**src/rtl/sard_pkg.sv**
```systemverilog
// sard_pkg: shared constants and types for the sort-and-report-duplicates unit
// no dependencies

package sard_pkg;

  // default store depth and result limit per set
  localparam int unsigned CAPACITY_DEF = 64;
  localparam int unsigned MAX_RESULTS  = 32;
  localparam int unsigned VAL_W        = 32;

  // outcome of the shared compare unit
  typedef struct packed {
    logic gt;  // a > b, signed
    logic eq;  // a == b
  } cmp_res_t;

  // sequencer states, one-hot
  typedef enum logic [5:0] {
    S_IDLE  = 6'b000001,
    S_ISSUE = 6'b000010,
    S_KEY   = 6'b000100,
    S_CMP   = 6'b001000,
    S_SCAN  = 6'b010000,
    S_FIN   = 6'b100000
  } state_e;

endpackage

```
**src/rtl/sard_store.sv**
```systemverilog
// sard_store: value store, one write port and one registered read port
// depends on sard_pkg

module sard_store #(
  parameter int unsigned DEPTH = sard_pkg::CAPACITY_DEF,
  parameter int unsigned AW    = $clog2(DEPTH)
) (
  input  logic                              clk_i,
  input  logic                              we_i,
  input  logic [AW-1:0]                     waddr_i,
  input  logic signed [sard_pkg::VAL_W-1:0] wdata_i,
  input  logic                              re_i,
  input  logic [AW-1:0]                     raddr_i,
  output logic signed [sard_pkg::VAL_W-1:0] rdata_o
);

  logic signed [sard_pkg::VAL_W-1:0] mem [DEPTH];
  logic signed [sard_pkg::VAL_W-1:0] rdata_q;

  always_ff @(posedge clk_i) begin
    if (we_i) begin
      mem[waddr_i] <= wdata_i;
    end
  end

  always_ff @(posedge clk_i) begin
    if (re_i) begin
      rdata_q <= mem[raddr_i];
    end
  end

  assign rdata_o = rdata_q;

endmodule

```
**src/rtl/sard_cmp.sv**
```systemverilog
// sard_cmp: shared signed comparator used by both the sort and the scan
// depends on sard_pkg

module sard_cmp (
  input  logic signed [sard_pkg::VAL_W-1:0] a_i,
  input  logic signed [sard_pkg::VAL_W-1:0] b_i,
  output sard_pkg::cmp_res_t                res_o
);

  always_comb begin
    res_o.gt = (a_i > b_i);
    res_o.eq = (a_i == b_i);
  end

endmodule

```
**src/rtl/sard_ctrl.sv**
```systemverilog
// sard_ctrl: sequencer for load, insertion sort, duplicate scan and result output
// depends on sard_pkg; drives sard_store and reads sard_cmp

module sard_ctrl #(
  parameter int unsigned CAPACITY = sard_pkg::CAPACITY_DEF,
  parameter int unsigned AW       = $clog2(CAPACITY)
) (
  input  logic                              clk_i,
  input  logic                              rst_ni,
  input  logic                              start_i,
  output logic                              busy_o,
  input  logic signed [sard_pkg::VAL_W-1:0] value_i,
  input  logic                              last_i,
  // store port
  output logic                              we_o,
  output logic [AW-1:0]                     waddr_o,
  output logic signed [sard_pkg::VAL_W-1:0] wdata_o,
  output logic                              re_o,
  output logic [AW-1:0]                     raddr_o,
  input  logic signed [sard_pkg::VAL_W-1:0] rdata_i,
  // compare unit
  output logic signed [sard_pkg::VAL_W-1:0] cmp_b_o,
  input  sard_pkg::cmp_res_t                cmp_i,
  // results
  output logic                              result_valid_o,
  output logic signed [sard_pkg::VAL_W-1:0] dup_value_o,
  output logic                              none_found_o,
  output logic                              overflow_o,
  output logic                              end_of_run_o
);

  localparam int unsigned CW = $clog2(CAPACITY + 1);
  localparam int unsigned RW = $clog2(sard_pkg::MAX_RESULTS + 1);
  localparam logic [CW-1:0] CapC = CW'(CAPACITY);
  localparam logic [RW-1:0] MaxC = RW'(sard_pkg::MAX_RESULTS);

  sard_pkg::state_e state_q, state_d;

  logic [CW-1:0] count_q, count_d;
  logic          ovf_q, ovf_d;
  logic [CW-1:0] i_q, i_d;
  logic [CW-1:0] j_q, j_d;
  logic [CW-1:0] a_q, a_d;
  logic          rv_q, rv_d;
  logic          first_q, first_d;
  logic          seen_q, seen_d;
  logic          pend_v_q, pend_v_d;
  logic [RW-1:0] found_q, found_d;
  logic signed [sard_pkg::VAL_W-1:0] key_q, key_d;
  logic signed [sard_pkg::VAL_W-1:0] prev_q, prev_d;
  logic signed [sard_pkg::VAL_W-1:0] pend_q, pend_d;

  logic                              res_v_q, res_v_d;
  logic signed [sard_pkg::VAL_W-1:0] res_val_q, res_val_d;
  logic                              res_none_q, res_none_d;
  logic                              res_ovf_q, res_ovf_d;
  logic                              res_eor_q, res_eor_d;

  logic [CW-1:0] i_inc;
  logic [CW-1:0] i_dec;
  logic [CW-1:0] j_dec;
  logic [CW-1:0] j_dec2;

  assign i_inc  = i_q + CW'(1);
  assign i_dec  = i_q - CW'(1);
  assign j_dec  = j_q - CW'(1);
  assign j_dec2 = j_q - CW'(2);

  assign busy_o = (state_q != sard_pkg::S_IDLE);

  always_comb begin
    state_d    = state_q;
    count_d    = count_q;
    ovf_d      = ovf_q;
    i_d        = i_q;
    j_d        = j_q;
    a_d        = a_q;
    rv_d       = 1'b0;
    first_d    = first_q;
    seen_d     = seen_q;
    pend_v_d   = pend_v_q;
    found_d    = found_q;
    key_d      = key_q;
    prev_d     = prev_q;
    pend_d     = pend_q;
    res_v_d    = 1'b0;
    res_val_d  = res_val_q;
    res_none_d = res_none_q;
    res_ovf_d  = res_ovf_q;
    res_eor_d  = res_eor_q;
    we_o       = 1'b0;
    waddr_o    = count_q[AW-1:0];
    wdata_o    = value_i;
    re_o       = 1'b0;
    raddr_o    = i_q[AW-1:0];
    cmp_b_o    = (state_q == sard_pkg::S_CMP) ? key_q : prev_q;

    unique case (state_q)
      sard_pkg::S_IDLE: begin
        if (start_i) begin
          if (count_q < CapC) begin
            we_o    = 1'b1;
            count_d = count_q + CW'(1);
          end else begin
            ovf_d = 1'b1;
          end
          if (last_i) begin
            i_d = CW'(1);
            if (count_d >= CW'(2)) begin
              state_d = sard_pkg::S_ISSUE;
            end else begin
              state_d = sard_pkg::S_SCAN;
            end
            // scan bookkeeping, harmless when sorting first
            a_d      = '0;
            first_d  = 1'b1;
            seen_d   = 1'b0;
            pend_v_d = 1'b0;
            found_d  = '0;
          end
        end
      end

      sard_pkg::S_ISSUE: begin
        re_o    = 1'b1;
        raddr_o = i_q[AW-1:0];
        state_d = sard_pkg::S_KEY;
      end

      sard_pkg::S_KEY: begin
        key_d   = rdata_i;
        j_d     = i_q;
        re_o    = 1'b1;
        raddr_o = i_dec[AW-1:0];
        state_d = sard_pkg::S_CMP;
      end

      sard_pkg::S_CMP: begin
        // rdata holds store[j-1]
        we_o    = 1'b1;
        waddr_o = j_q[AW-1:0];
        if ((j_q != '0) && cmp_i.gt) begin
          wdata_o = rdata_i;
          j_d     = j_dec;
          re_o    = 1'b1;
          raddr_o = j_dec2[AW-1:0];
        end else begin
          wdata_o = key_q;
          i_d     = i_inc;
          if (i_inc < count_q) begin
            re_o    = 1'b1;
            raddr_o = i_inc[AW-1:0];
            state_d = sard_pkg::S_KEY;
          end else begin
            state_d = sard_pkg::S_SCAN;
          end
        end
      end

      sard_pkg::S_SCAN: begin
        if (a_q != count_q) begin
          re_o    = 1'b1;
          raddr_o = a_q[AW-1:0];
          a_d     = a_q + CW'(1);
          rv_d    = 1'b1;
        end
        if (rv_q) begin
          if (first_q) begin
            first_d = 1'b0;
            prev_d  = rdata_i;
          end else if (cmp_i.eq) begin
            if (!seen_q) begin
              // new duplicated value, release the one held back
              seen_d   = 1'b1;
              res_v_d  = pend_v_q;
              res_val_d  = pend_q;
              res_none_d = 1'b0;
              res_ovf_d  = ovf_q;
              res_eor_d  = 1'b0;
              pend_d   = rdata_i;
              pend_v_d = 1'b1;
              found_d  = found_q + RW'(1);
              if (found_d == MaxC) begin
                state_d = sard_pkg::S_FIN;
              end
            end
          end else begin
            seen_d = 1'b0;
            prev_d = rdata_i;
          end
        end
        if ((a_q == count_q) && !rv_q) begin
          state_d = sard_pkg::S_FIN;
        end
      end

      sard_pkg::S_FIN: begin
        res_v_d    = 1'b1;
        res_val_d  = pend_v_q ? pend_q : '0;
        res_none_d = !pend_v_q;
        res_ovf_d  = ovf_q;
        res_eor_d  = 1'b1;
        count_d    = '0;
        ovf_d      = 1'b0;
        state_d    = sard_pkg::S_IDLE;
      end

      default: begin
        state_d = sard_pkg::S_IDLE;
      end
    endcase
  end

  always_ff @(posedge clk_i or negedge rst_ni) begin
    if (!rst_ni) begin
      state_q  <= sard_pkg::S_IDLE;
      count_q  <= '0;
      ovf_q    <= 1'b0;
      i_q      <= '0;
      j_q      <= '0;
      a_q      <= '0;
      rv_q     <= 1'b0;
      first_q  <= 1'b1;
      seen_q   <= 1'b0;
      pend_v_q <= 1'b0;
      found_q  <= '0;
      res_v_q  <= 1'b0;
    end else begin
      state_q  <= state_d;
      count_q  <= count_d;
      ovf_q    <= ovf_d;
      i_q      <= i_d;
      j_q      <= j_d;
      a_q      <= a_d;
      rv_q     <= rv_d;
      first_q  <= first_d;
      seen_q   <= seen_d;
      pend_v_q <= pend_v_d;
      found_q  <= found_d;
      res_v_q  <= res_v_d;
    end
  end

  always_ff @(posedge clk_i) begin
    key_q      <= key_d;
    prev_q     <= prev_d;
    pend_q     <= pend_d;
    res_val_q  <= res_val_d;
    res_none_q <= res_none_d;
    res_ovf_q  <= res_ovf_d;
    res_eor_q  <= res_eor_d;
  end

  assign result_valid_o = res_v_q;
  assign dup_value_o    = res_val_q;
  assign none_found_o   = res_none_q;
  assign overflow_o     = res_ovf_q;
  assign end_of_run_o   = res_eor_q;

endmodule

```
**src/rtl/sort_and_report_duplicates_unit.sv**
```systemverilog
// sort_and_report_duplicates_unit: top level of the duplicate finder
// depends on sard_pkg, sard_store, sard_cmp and sard_ctrl

// Collects a set of signed 32-bit values, one per transaction (start_i high
// while busy_o is low), the final one flagged by last_i. While values are
// being loaded, busy_o stays low throughout. On the last value the
// block raises busy_o, sorts the stored set in place with an insertion sort
// and then walks the sorted set once, reporting every value that occurs at
// least twice, once each and in ascending order, at most 32 per set. Each
// result is shown for exactly one cycle, marked by result_valid_o; the
// receiver cannot hold results off, so it must take every strobe. The final
// result of a set carries end_of_run_o; a set with no repeated value gives
// a single result with none_found_o set and dup_value_o zero. Values beyond
// CAPACITY are dropped and every result of that set carries overflow_o.
// After the last value of a set with n stored values, the sort needs at
// most n(n-1)/2 element shifts; a lone value skips the sort, and the scan
// stops early once 32 repeated values have been found. The final result
// shows in the same cycle in which busy_o falls. The value store, read
// once and written once per cycle under one comparator, sets the pace of
// the sort and the scan.

module sort_and_report_duplicates_unit #(
  parameter int unsigned CAPACITY = sard_pkg::CAPACITY_DEF
) (
  input  logic                              clk_i,
  input  logic                              rst_ni,
  input  logic                              start_i,
  output logic                              busy_o,
  input  logic signed [sard_pkg::VAL_W-1:0] value_i,
  input  logic                              last_i,
  output logic                              result_valid_o,
  output logic signed [sard_pkg::VAL_W-1:0] dup_value_o,
  output logic                              none_found_o,
  output logic                              overflow_o,
  output logic                              end_of_run_o
);

  localparam int unsigned AW = (CAPACITY > 1) ? $clog2(CAPACITY) : 1;

  // store port
  logic                              we;
  logic [AW-1:0]                     waddr;
  logic signed [sard_pkg::VAL_W-1:0] wdata;
  logic                              re;
  logic [AW-1:0]                     raddr;
  logic signed [sard_pkg::VAL_W-1:0] rdata;

  // shared comparator: store read data against key (sort) or previous (scan)
  logic signed [sard_pkg::VAL_W-1:0] cmp_b;
  sard_pkg::cmp_res_t                cmp_res;

  sard_store #(
    .DEPTH (CAPACITY),
    .AW    (AW)
  ) u_store (
    .clk_i   (clk_i),
    .we_i    (we),
    .waddr_i (waddr),
    .wdata_i (wdata),
    .re_i    (re),
    .raddr_i (raddr),
    .rdata_o (rdata)
  );

  sard_cmp u_cmp (
    .a_i   (rdata),
    .b_i   (cmp_b),
    .res_o (cmp_res)
  );

  // sequencer: load, sort, scan and result register
  sard_ctrl #(
    .CAPACITY (CAPACITY),
    .AW       (AW)
  ) u_ctrl (
    .clk_i          (clk_i),
    .rst_ni         (rst_ni),
    .start_i        (start_i),
    .busy_o         (busy_o),
    .value_i        (value_i),
    .last_i         (last_i),
    .we_o           (we),
    .waddr_o        (waddr),
    .wdata_o        (wdata),
    .re_o           (re),
    .raddr_o        (raddr),
    .rdata_i        (rdata),
    .cmp_b_o        (cmp_b),
    .cmp_i          (cmp_res),
    .result_valid_o (result_valid_o),
    .dup_value_o    (dup_value_o),
    .none_found_o   (none_found_o),
    .overflow_o     (overflow_o),
    .end_of_run_o   (end_of_run_o)
  );

endmodule

```
**config.mk**
```make
export PLATFORM = sky130hd
export DESIGN_NAME = sort_and_report_duplicates_unit
export DESIGN_NICKNAME = d
export VERILOG_FILES = /design/src/rtl/sard_pkg.sv /design/src/rtl/sard_store.sv /design/src/rtl/sard_cmp.sv /design/src/rtl/sard_ctrl.sv /design/src/rtl/sort_and_report_duplicates_unit.sv
export SDC_FILE = /design/constraint.sdc
export NUM_CORES = 2
export LEC_CHECK = 0
export BUFFER_PORTS_ARGS = -buffer_cell sky130_fd_sc_hd__clkbuf_2
export CORE_ASPECT_RATIO = 1.2
export CORE_MARGIN = 2
export CORE_UTILIZATION = 30
export DETAILED_ROUTE_END_ITERATION = 7
export PLACE_DENSITY = 0.5
export SLEW_MARGIN = 25
export SYNTH_ARGS = -nofsm -noshare
export SYNTH_HDL_FRONTEND = slang
export SYNTH_SLANG_ARGS = --single-unit
```
**constraint.sdc**
```tcl
create_clock -name clk_i -period 21.5 [get_ports clk_i]
set_clock_uncertainty 0.15 [all_clocks]
set_input_delay 5.375 -clock clk_i [delete_from_list [all_inputs] [get_ports clk_i]]
set_output_delay 5.375 -clock clk_i [all_outputs]
set_load 0.005 [all_outputs]
```
* Yosys cells after proc, flatten, opt, wreduce, memory -nomap -nowiden *
Memories as Yosys holds them, arrays and structs flattened. A register that Yosys moved wholly into a read port is not among the register bits.
Cells that the tools add are included.

word-level totals
  bits in registers = 177
  word-level logic and storage cells = 177
  bits in writable memories = 2048
  input port bits = 36
  output and inout port bits = 37
  memories kept = 1

cells by class
  muxes and demuxes = 94
  reductions and logical operators = 23
  add/subtract/negate cells = 7
  bitwise gates (word level) = 2
  eq/ne operators = 27
  $lt $le $gt $ge = 4

memory list
  memory       depth  width  rd ports  clocked after memory_dff  wr ports  RTL line          RTL
  u_store.mem  64     32     1         1                         1         sard_store.sv:17  logic signed [sard_pkg::VAL_W-1:0] mem [DEPTH];

operator list
  operator                                                                              number
  32-bit 2-to-1 mux                                                                     10
  6-bit 2-to-1 mux                                                                      19
  7-bit 2-to-1 mux                                                                      11
  32-bit case mux with 2 select lines                                                   1
  7-bit case mux with 2 select lines                                                    4
  1-bit 2-to-1 mux                                                                      34
  32-bit == test                                                                        1
  32-bit > comparator                                                                   1
  6-bit case mux with 5 select lines                                                    1
  7-bit by 1-bit adder with 7-bit output (second input constant)                        3
  1-bit case mux with 2 select lines                                                    9
  6-bit case mux with 3 select lines                                                    1
  2-bit inequality test (second input constant)                                         8
  5-bit AND reduction                                                                   3
  6-bit == test (second input constant)                                                 2
  6-bit case mux with 2 select lines                                                    1
  4-bit AND reduction                                                                   3
  5-bit 2-to-1 mux                                                                      2
  2-bit nonzero test                                                                    5
  8-bit AND reduction                                                                   1
  7-bit == test                                                                         1
  7-bit by 2-bit greater-or-equal comparator with 1-bit output (second input constant)  1
  7-bit < comparator                                                                    1
  7-bit < comparator (second input constant)                                            1
  other kinds (24)                                                                      33

* Depth between registers and ports, before layout *
  word-level depth = 9
  depth in mapped cells = 26
  depth with buffers taken out = 16

* By module *
A second synthesis with hierarchy kept.

unflattened totals
  cells, all modules = 4432
  area total of the unflattened synthesis = 88600.0 µm²

modules (own cells, without submodules)
  module      seq. area each (µm²)  cells an instance  area each (µm²)  times used
  sard_store  62459.9               3511               79359.9          1
  sard_ctrl   5087.4                807                8395.6           1
  sard_cmp    0.0                   114                844.6            1

* Worst setup path before layout *
OpenSTA, ideal clock, no wires.

  kind = in2reg
  start point = input start_i
  end point = memory u_store.mem[41][0] (netlist name), enable pin
  data required time = 20.929 ns
  arrival time = 7.693 ns
  stages = 4
  path buffers = 0
  slack = 13.236 ns
  setup time = 0.421 ns
  cell sequence = nand2_1 -> o21ai_1 -> nand3_1 -> nor2_1

between the ends
  word-level cells in the longest chain between the ends = 4

ends and longest elaborated chain
  element                                 RTL line                               RTL
  start, declared                         sort_and_report_duplicates_unit.sv:27  input logic start_i,
  1-bit 2-to-1 mux                        sard_ctrl.sv:100                       if (start_i) begin
  1-bit case mux with 2 select lines      sard_ctrl.sv:98                        unique case (state_q)
  1-bit 2-to-1 mux                        sard_store.sv:21                       if (we_i) begin
  1-bit 2-to-1 mux (not written as such)  sard_store.sv:22                       mem[waddr_i] <= wdata_i;
  end, declared                           sard_store.sv:17

Every way passes these cells.

* Worst setup path after layout *
  start point = register u_ctrl.state_q[0]
  end point = register u_store.rdata_q (netlist bit u_store.rdata_o[14]), read port of u_store.mem, data pin

between the ends
  word-level cells in the longest chain between the ends = 6
  elaborated cells on any way between the ends = 12
  those cells by class = order compare: 1; eq/ne: 4; mux: 5; reduce/logical: 2

ends and longest elaborated chain
  element                                                                                          RTL line                          RTL
  start, declared                                                                                  sard_ctrl.sv:37                   sard_pkg::state_e state_q, state_d;
  start signal, assigned                                                                           sard_ctrl.sv:216                  state_q <= sard_pkg::S_IDLE;
  start signal, assigned                                                                           sard_ctrl.sv:229                  state_q <= state_d;
  6-bit by 4-bit == test with 1-bit output                                                         sard_ctrl.sv:96, sard_ctrl.sv:98
  32-bit 2-to-1 mux                                                                                sard_ctrl.sv:96                   cmp_b_o = (state_q == sard_pkg::S_CMP) ? key_q : prev_q;
  32-bit > comparator                                                                              sard_cmp.sv:11                    res_o.gt = (a_i > b_i);
  1-bit logical AND                                                                                sard_ctrl.sv:142                  if ((j_q != '0) && cmp_i.gt) begin
  6-bit 2-to-1 mux / 1-bit 2-to-1 mux (equally long branches)                                      sard_ctrl.sv:142
  6-bit case mux with 3 select lines / 1-bit case mux with 3 select lines (equally long branches)  sard_ctrl.sv:98
  end, declared                                                                                    sard_store.sv:18                  logic signed [sard_pkg::VAL_W-1:0] rdata_q;

Several ways; a longest one is shown, not always the timed one.
A chain may end at the register's enable or synchronous reset.

==> results_dict.tcl <==
set metrics [dict create \
    worst-setup-path-type "register to register" \
    ctsLongestPathBuffers 4 \
    syn2layout_area_growth_pct 14.7 \
    grt_max_degree 121 \
    drive_gt1_share_pct 11.7 \
    synth_cells 5415 \
    start_util_pct 30.2 \
    cp_num_cells 22 \
    synth_seq_cells 2257 \
    start_kind "register" \
    power_mw 11.7 \
    cts_buffers 230 \
    tightest_slew_ps 1230 \
    peakVddDrop_mv 0.0948 \
    antenna_found_initial 16 \
    fin_crit_sh_pct 46.1 \
    grt_pass1_wl_um 372000 \
    drc 0 \
    fp.dieH_um 608 \
    cts_hold_buffers 0 \
    synth_ff_type "edfxtp_1" \
    min_path_cells 0 \
    yosysTopAreaCell "edfxtp_1" \
    r2r_start "u_ctrl.state_q[0]" \
    clk_pin_slew_ps 60 \
    post-cts-setup-buffers 0 \
    core_um2 302000 \
    via_per_inst 5.05 \
    dieWidth_um 507 \
    ys_types 76 \
    synth_top_area_share_pct 72.9 \
    min_period_ps 9920 \
    max_cap_violations 0 \
    crit_required_ps 21980 \
    status "completed" \
    yosys_warnings 0 \
    drv_slew 0 \
    rrSetupSlack_ps 11580 \
    async_flop_share_pct 2.04 \
    slowest_stage "a21o_4" \
    clock_latency_ps 910 \
    clock_sinks 2257 \
    worstSetupEndpointType "register" \
    final.setup.tns_ps 0 \
    avgSynthCellArea_um2 16.8 \
    hold_viol 0 \
    io_pins 73 \
    rsz0062_at_grt "false" \
    critPathTopFamily "buffers and inverters" \
    r2r-end "u_store.rdata_o[14]" \
    crit_top_cell "buf_4" \
    max_stage_delay_ps 750 \
    setup_viol 0 \
    netlist_area_um2 91100 \
    powerDensity_nw_per_um2 112 \
    startpoint "u_ctrl.state_q[0]" \
    worstRegToRegCells 22 \
    ys_seq_area_share_pct 74.1 \
    cts_tree "done" \
    nets 5655 \
    dieArea_um2 308000 \
    overflow 0 \
    clock-root-buffer "clkbuf_16" \
    drt_iter0_drc 4112 \
    post_cts_resized 0 \
    port_buffers 72 \
    grt_usage_pct 16.6 \
    whs_ps 328 \
    wl_per_cell_um 26.9 \
    drt_pre_antenna_iters 5 \
    clock.fmax_mhz 101 \
    critPathBufInv 7 \
    hold_path_end "u_ctrl.overflow_o" \
    vias 49309 \
    relSlewSlack_pct 18.1 \
    power_leakage_nw 34.0 \
    worst-endpoint-arrival_ps 10390 \
    h-tree-depth 4 \
    min_from "u_ctrl.ovf_q" \
    crit_fanout 87 \
    routed_wl_um 263000 \
    hpwl_um 142000 \
    gp_congestion 0.800 \
    synth_nets 5497 \
    synth_edf_count 2211 \
    postRouteAntennaNets 0 \
    row_count 221 \
    grt_pass1_vias 48983 \
    synth_area_leaders "edfxtp_1 (73%), mux2i_1 (15%), nand2_1 (2.5%)" \
    path_cells "or4_4, or2_4, buf_4, buf_16, buf_4, mux2i_1, ha_1, nand4_1, or4_1, nand2b_1, nand2_1, a31o_2, mux2i_1, a21o_4, buf_12, buf_4, buf_4, buf_4, nand2_1, a32oi_1, nand4_1, or2_1" \
    hold_path.class "register to register" \
]
## metrics by stage
step | instance area, µm² | util (%) | std cells | setup slack (ps)
after floorplan | 91100 | - | 5415 | 13240
after global placement | 97300 | 32.2 | 9352 | 11520
after detailed placement | 97300 | 32.2 | 9353 | 11360
after CTS | 104000 | 34.6 | 9762 | 11350
after global routing | 104000 | 34.6 | 9765 | 10990
final | 105000 | 34.6 | 9773 | 11580
## registers in the layout, indices dropped and copies added, names as in the netlist
signal / count
u_ctrl.j_q: 7
u_store.mem: 2048
u_ctrl.dup_value_o: 32
u_ctrl.rv_q: 1
u_ctrl.pend_q: 32
u_ctrl.prev_q: 32
u_ctrl.a_q: 7
u_ctrl.count_q: 7
u_ctrl.end_of_run_o: 1
u_ctrl.none_found_o: 1
u_ctrl.state_q: 6
u_store.rdata_o: 32
u_ctrl.found_q: 6
u_ctrl.result_valid_o: 1
u_ctrl.key_q: 32
u_ctrl.seen_q: 1
u_ctrl.ovf_q: 1
u_ctrl.overflow_o: 1
u_ctrl.i_q: 7
u_ctrl.pend_v_q: 1
u_ctrl.first_q: 1
## power by group
part / internal, mW / switching, mW
clock network: 2.20 / 1.66
logic: 1.07 / 1.74
registers: 4.95 / 0.110
total: 8.22 / 3.51
## kinds of logic (layout without fill, tap and decap cells)
kind of cell             Yosys count  in the layout  synth area share [%]
AO/OA/AOI/OAI                    443            443                  3.73
XOR/XNOR                          26             26                 0.250
adder cells (fa/ha/maj)           46             46                 0.632
buffers and inverters            327            662                  1.68
flip-flops                      2257           2257                  74.1
multiplexers                    1346           1346                  14.8
other                              0              9                     0
AND/OR/NAND/NOR                  970            970                  4.79
## cell type report
type / instances / area (µm²)
antenna: 9 / 22.5
clock buffer: 286 / 5990
clock inverter: 123 / 1110
fill: 28511 / 198000
inverter: 26 / 97.6
multi-input combinational: 2831 / 23100
sequential: 2257 / 67500
tap: 4014 / 5020
timing repair buffer: 227 / 1660
## metal layers
| layer | vias up | routed length (µm) | GRT usage [%] |
|---|---|---|---|
| li1 | 21517 | - | - |
| met1 | 26173 | 116000 | 22.7 |
| met2 | 1297 | 129000 | 28.1 |
| met3 | 322 | 12400 | 1.96 |
| met4 | 0 | 5370 | 3.90 |
| met5 | - | 0 | 0 |
## cells in the mapped netlist, types with 6 or more instances
library cell	n
nor4_1	6
or2_1	31
nand2b_1	9
buf_6	12
o21ai_0	77
o211ai_1	12
ha_1	46
or3_1	6
a32oi_1	250
clkbuf_1	114
dfrtp_1	44
xnor2_1	6
inv_1	24
buf_2	142
nand4_1	74
buf_4	9
or2_2	6
and3_1	10
o22ai_1	7
nor4b_2	6
nor3_1	15
mux2_2	8
mux2i_1	1337
buf_1	24
nand2_1	602
nand3_1	35
edfxtp_1	2211
nor2_1	110
xor2_1	20
a21oi_1	40
nor2b_1	35
## how the worst max path moves through the flow
stage                                      to  slack, ps
after floorplan            u_store.mem[41][0]      13240
after detailed placement  u_store.rdata_o[14]      11360
after global routing      u_store.rdata_o[14]      10990
after CTS                 u_store.rdata_o[14]      11350
final                     u_store.rdata_o[14]      11580
after global placement    u_store.rdata_o[14]      11520
## cells in the final DEF (no fill, tap or decap), types with 7 or more instances in the layout
cell	n
bufinv_16	20
nand4_1	74
mux2_2	8
mux2i_1	1336
a21oi_1	40
o22ai_1	7
a32oi_1	250
nor4b_4	7
clkinv_1	59
nor3_1	15
o21ai_0	44
and3_1	10
clkbuf_2	72
inv_1	24
clkbuf_1	55
clkbuf_16	231
o211ai_1	12
dfrtp_1	44
xor2_1	20
buf_12	7
clkinv_2	35
nor2b_1	35
nand3_1	34
buf_4	145
nor2_1	42
nand2_1	602
ha_1	46
o21ai_4	32
nand2b_1	9
nor2_4	66
edfxtp_1	2211
or2_1	31
diode_2	9
## worst reg2reg max path: cells and delay by family (launching register included)
family | cells | cell delay [ps]
and+or+nand+nor | 9 | 2620
muxes | 2 | 640
AOI/OAI and AO/OA | 3 | 1430
buffers and inverters | 7 | 3930
DFF | 1 | 580
adders and majority gates | 1 | 330
Power figures use the tool's default switching activity.
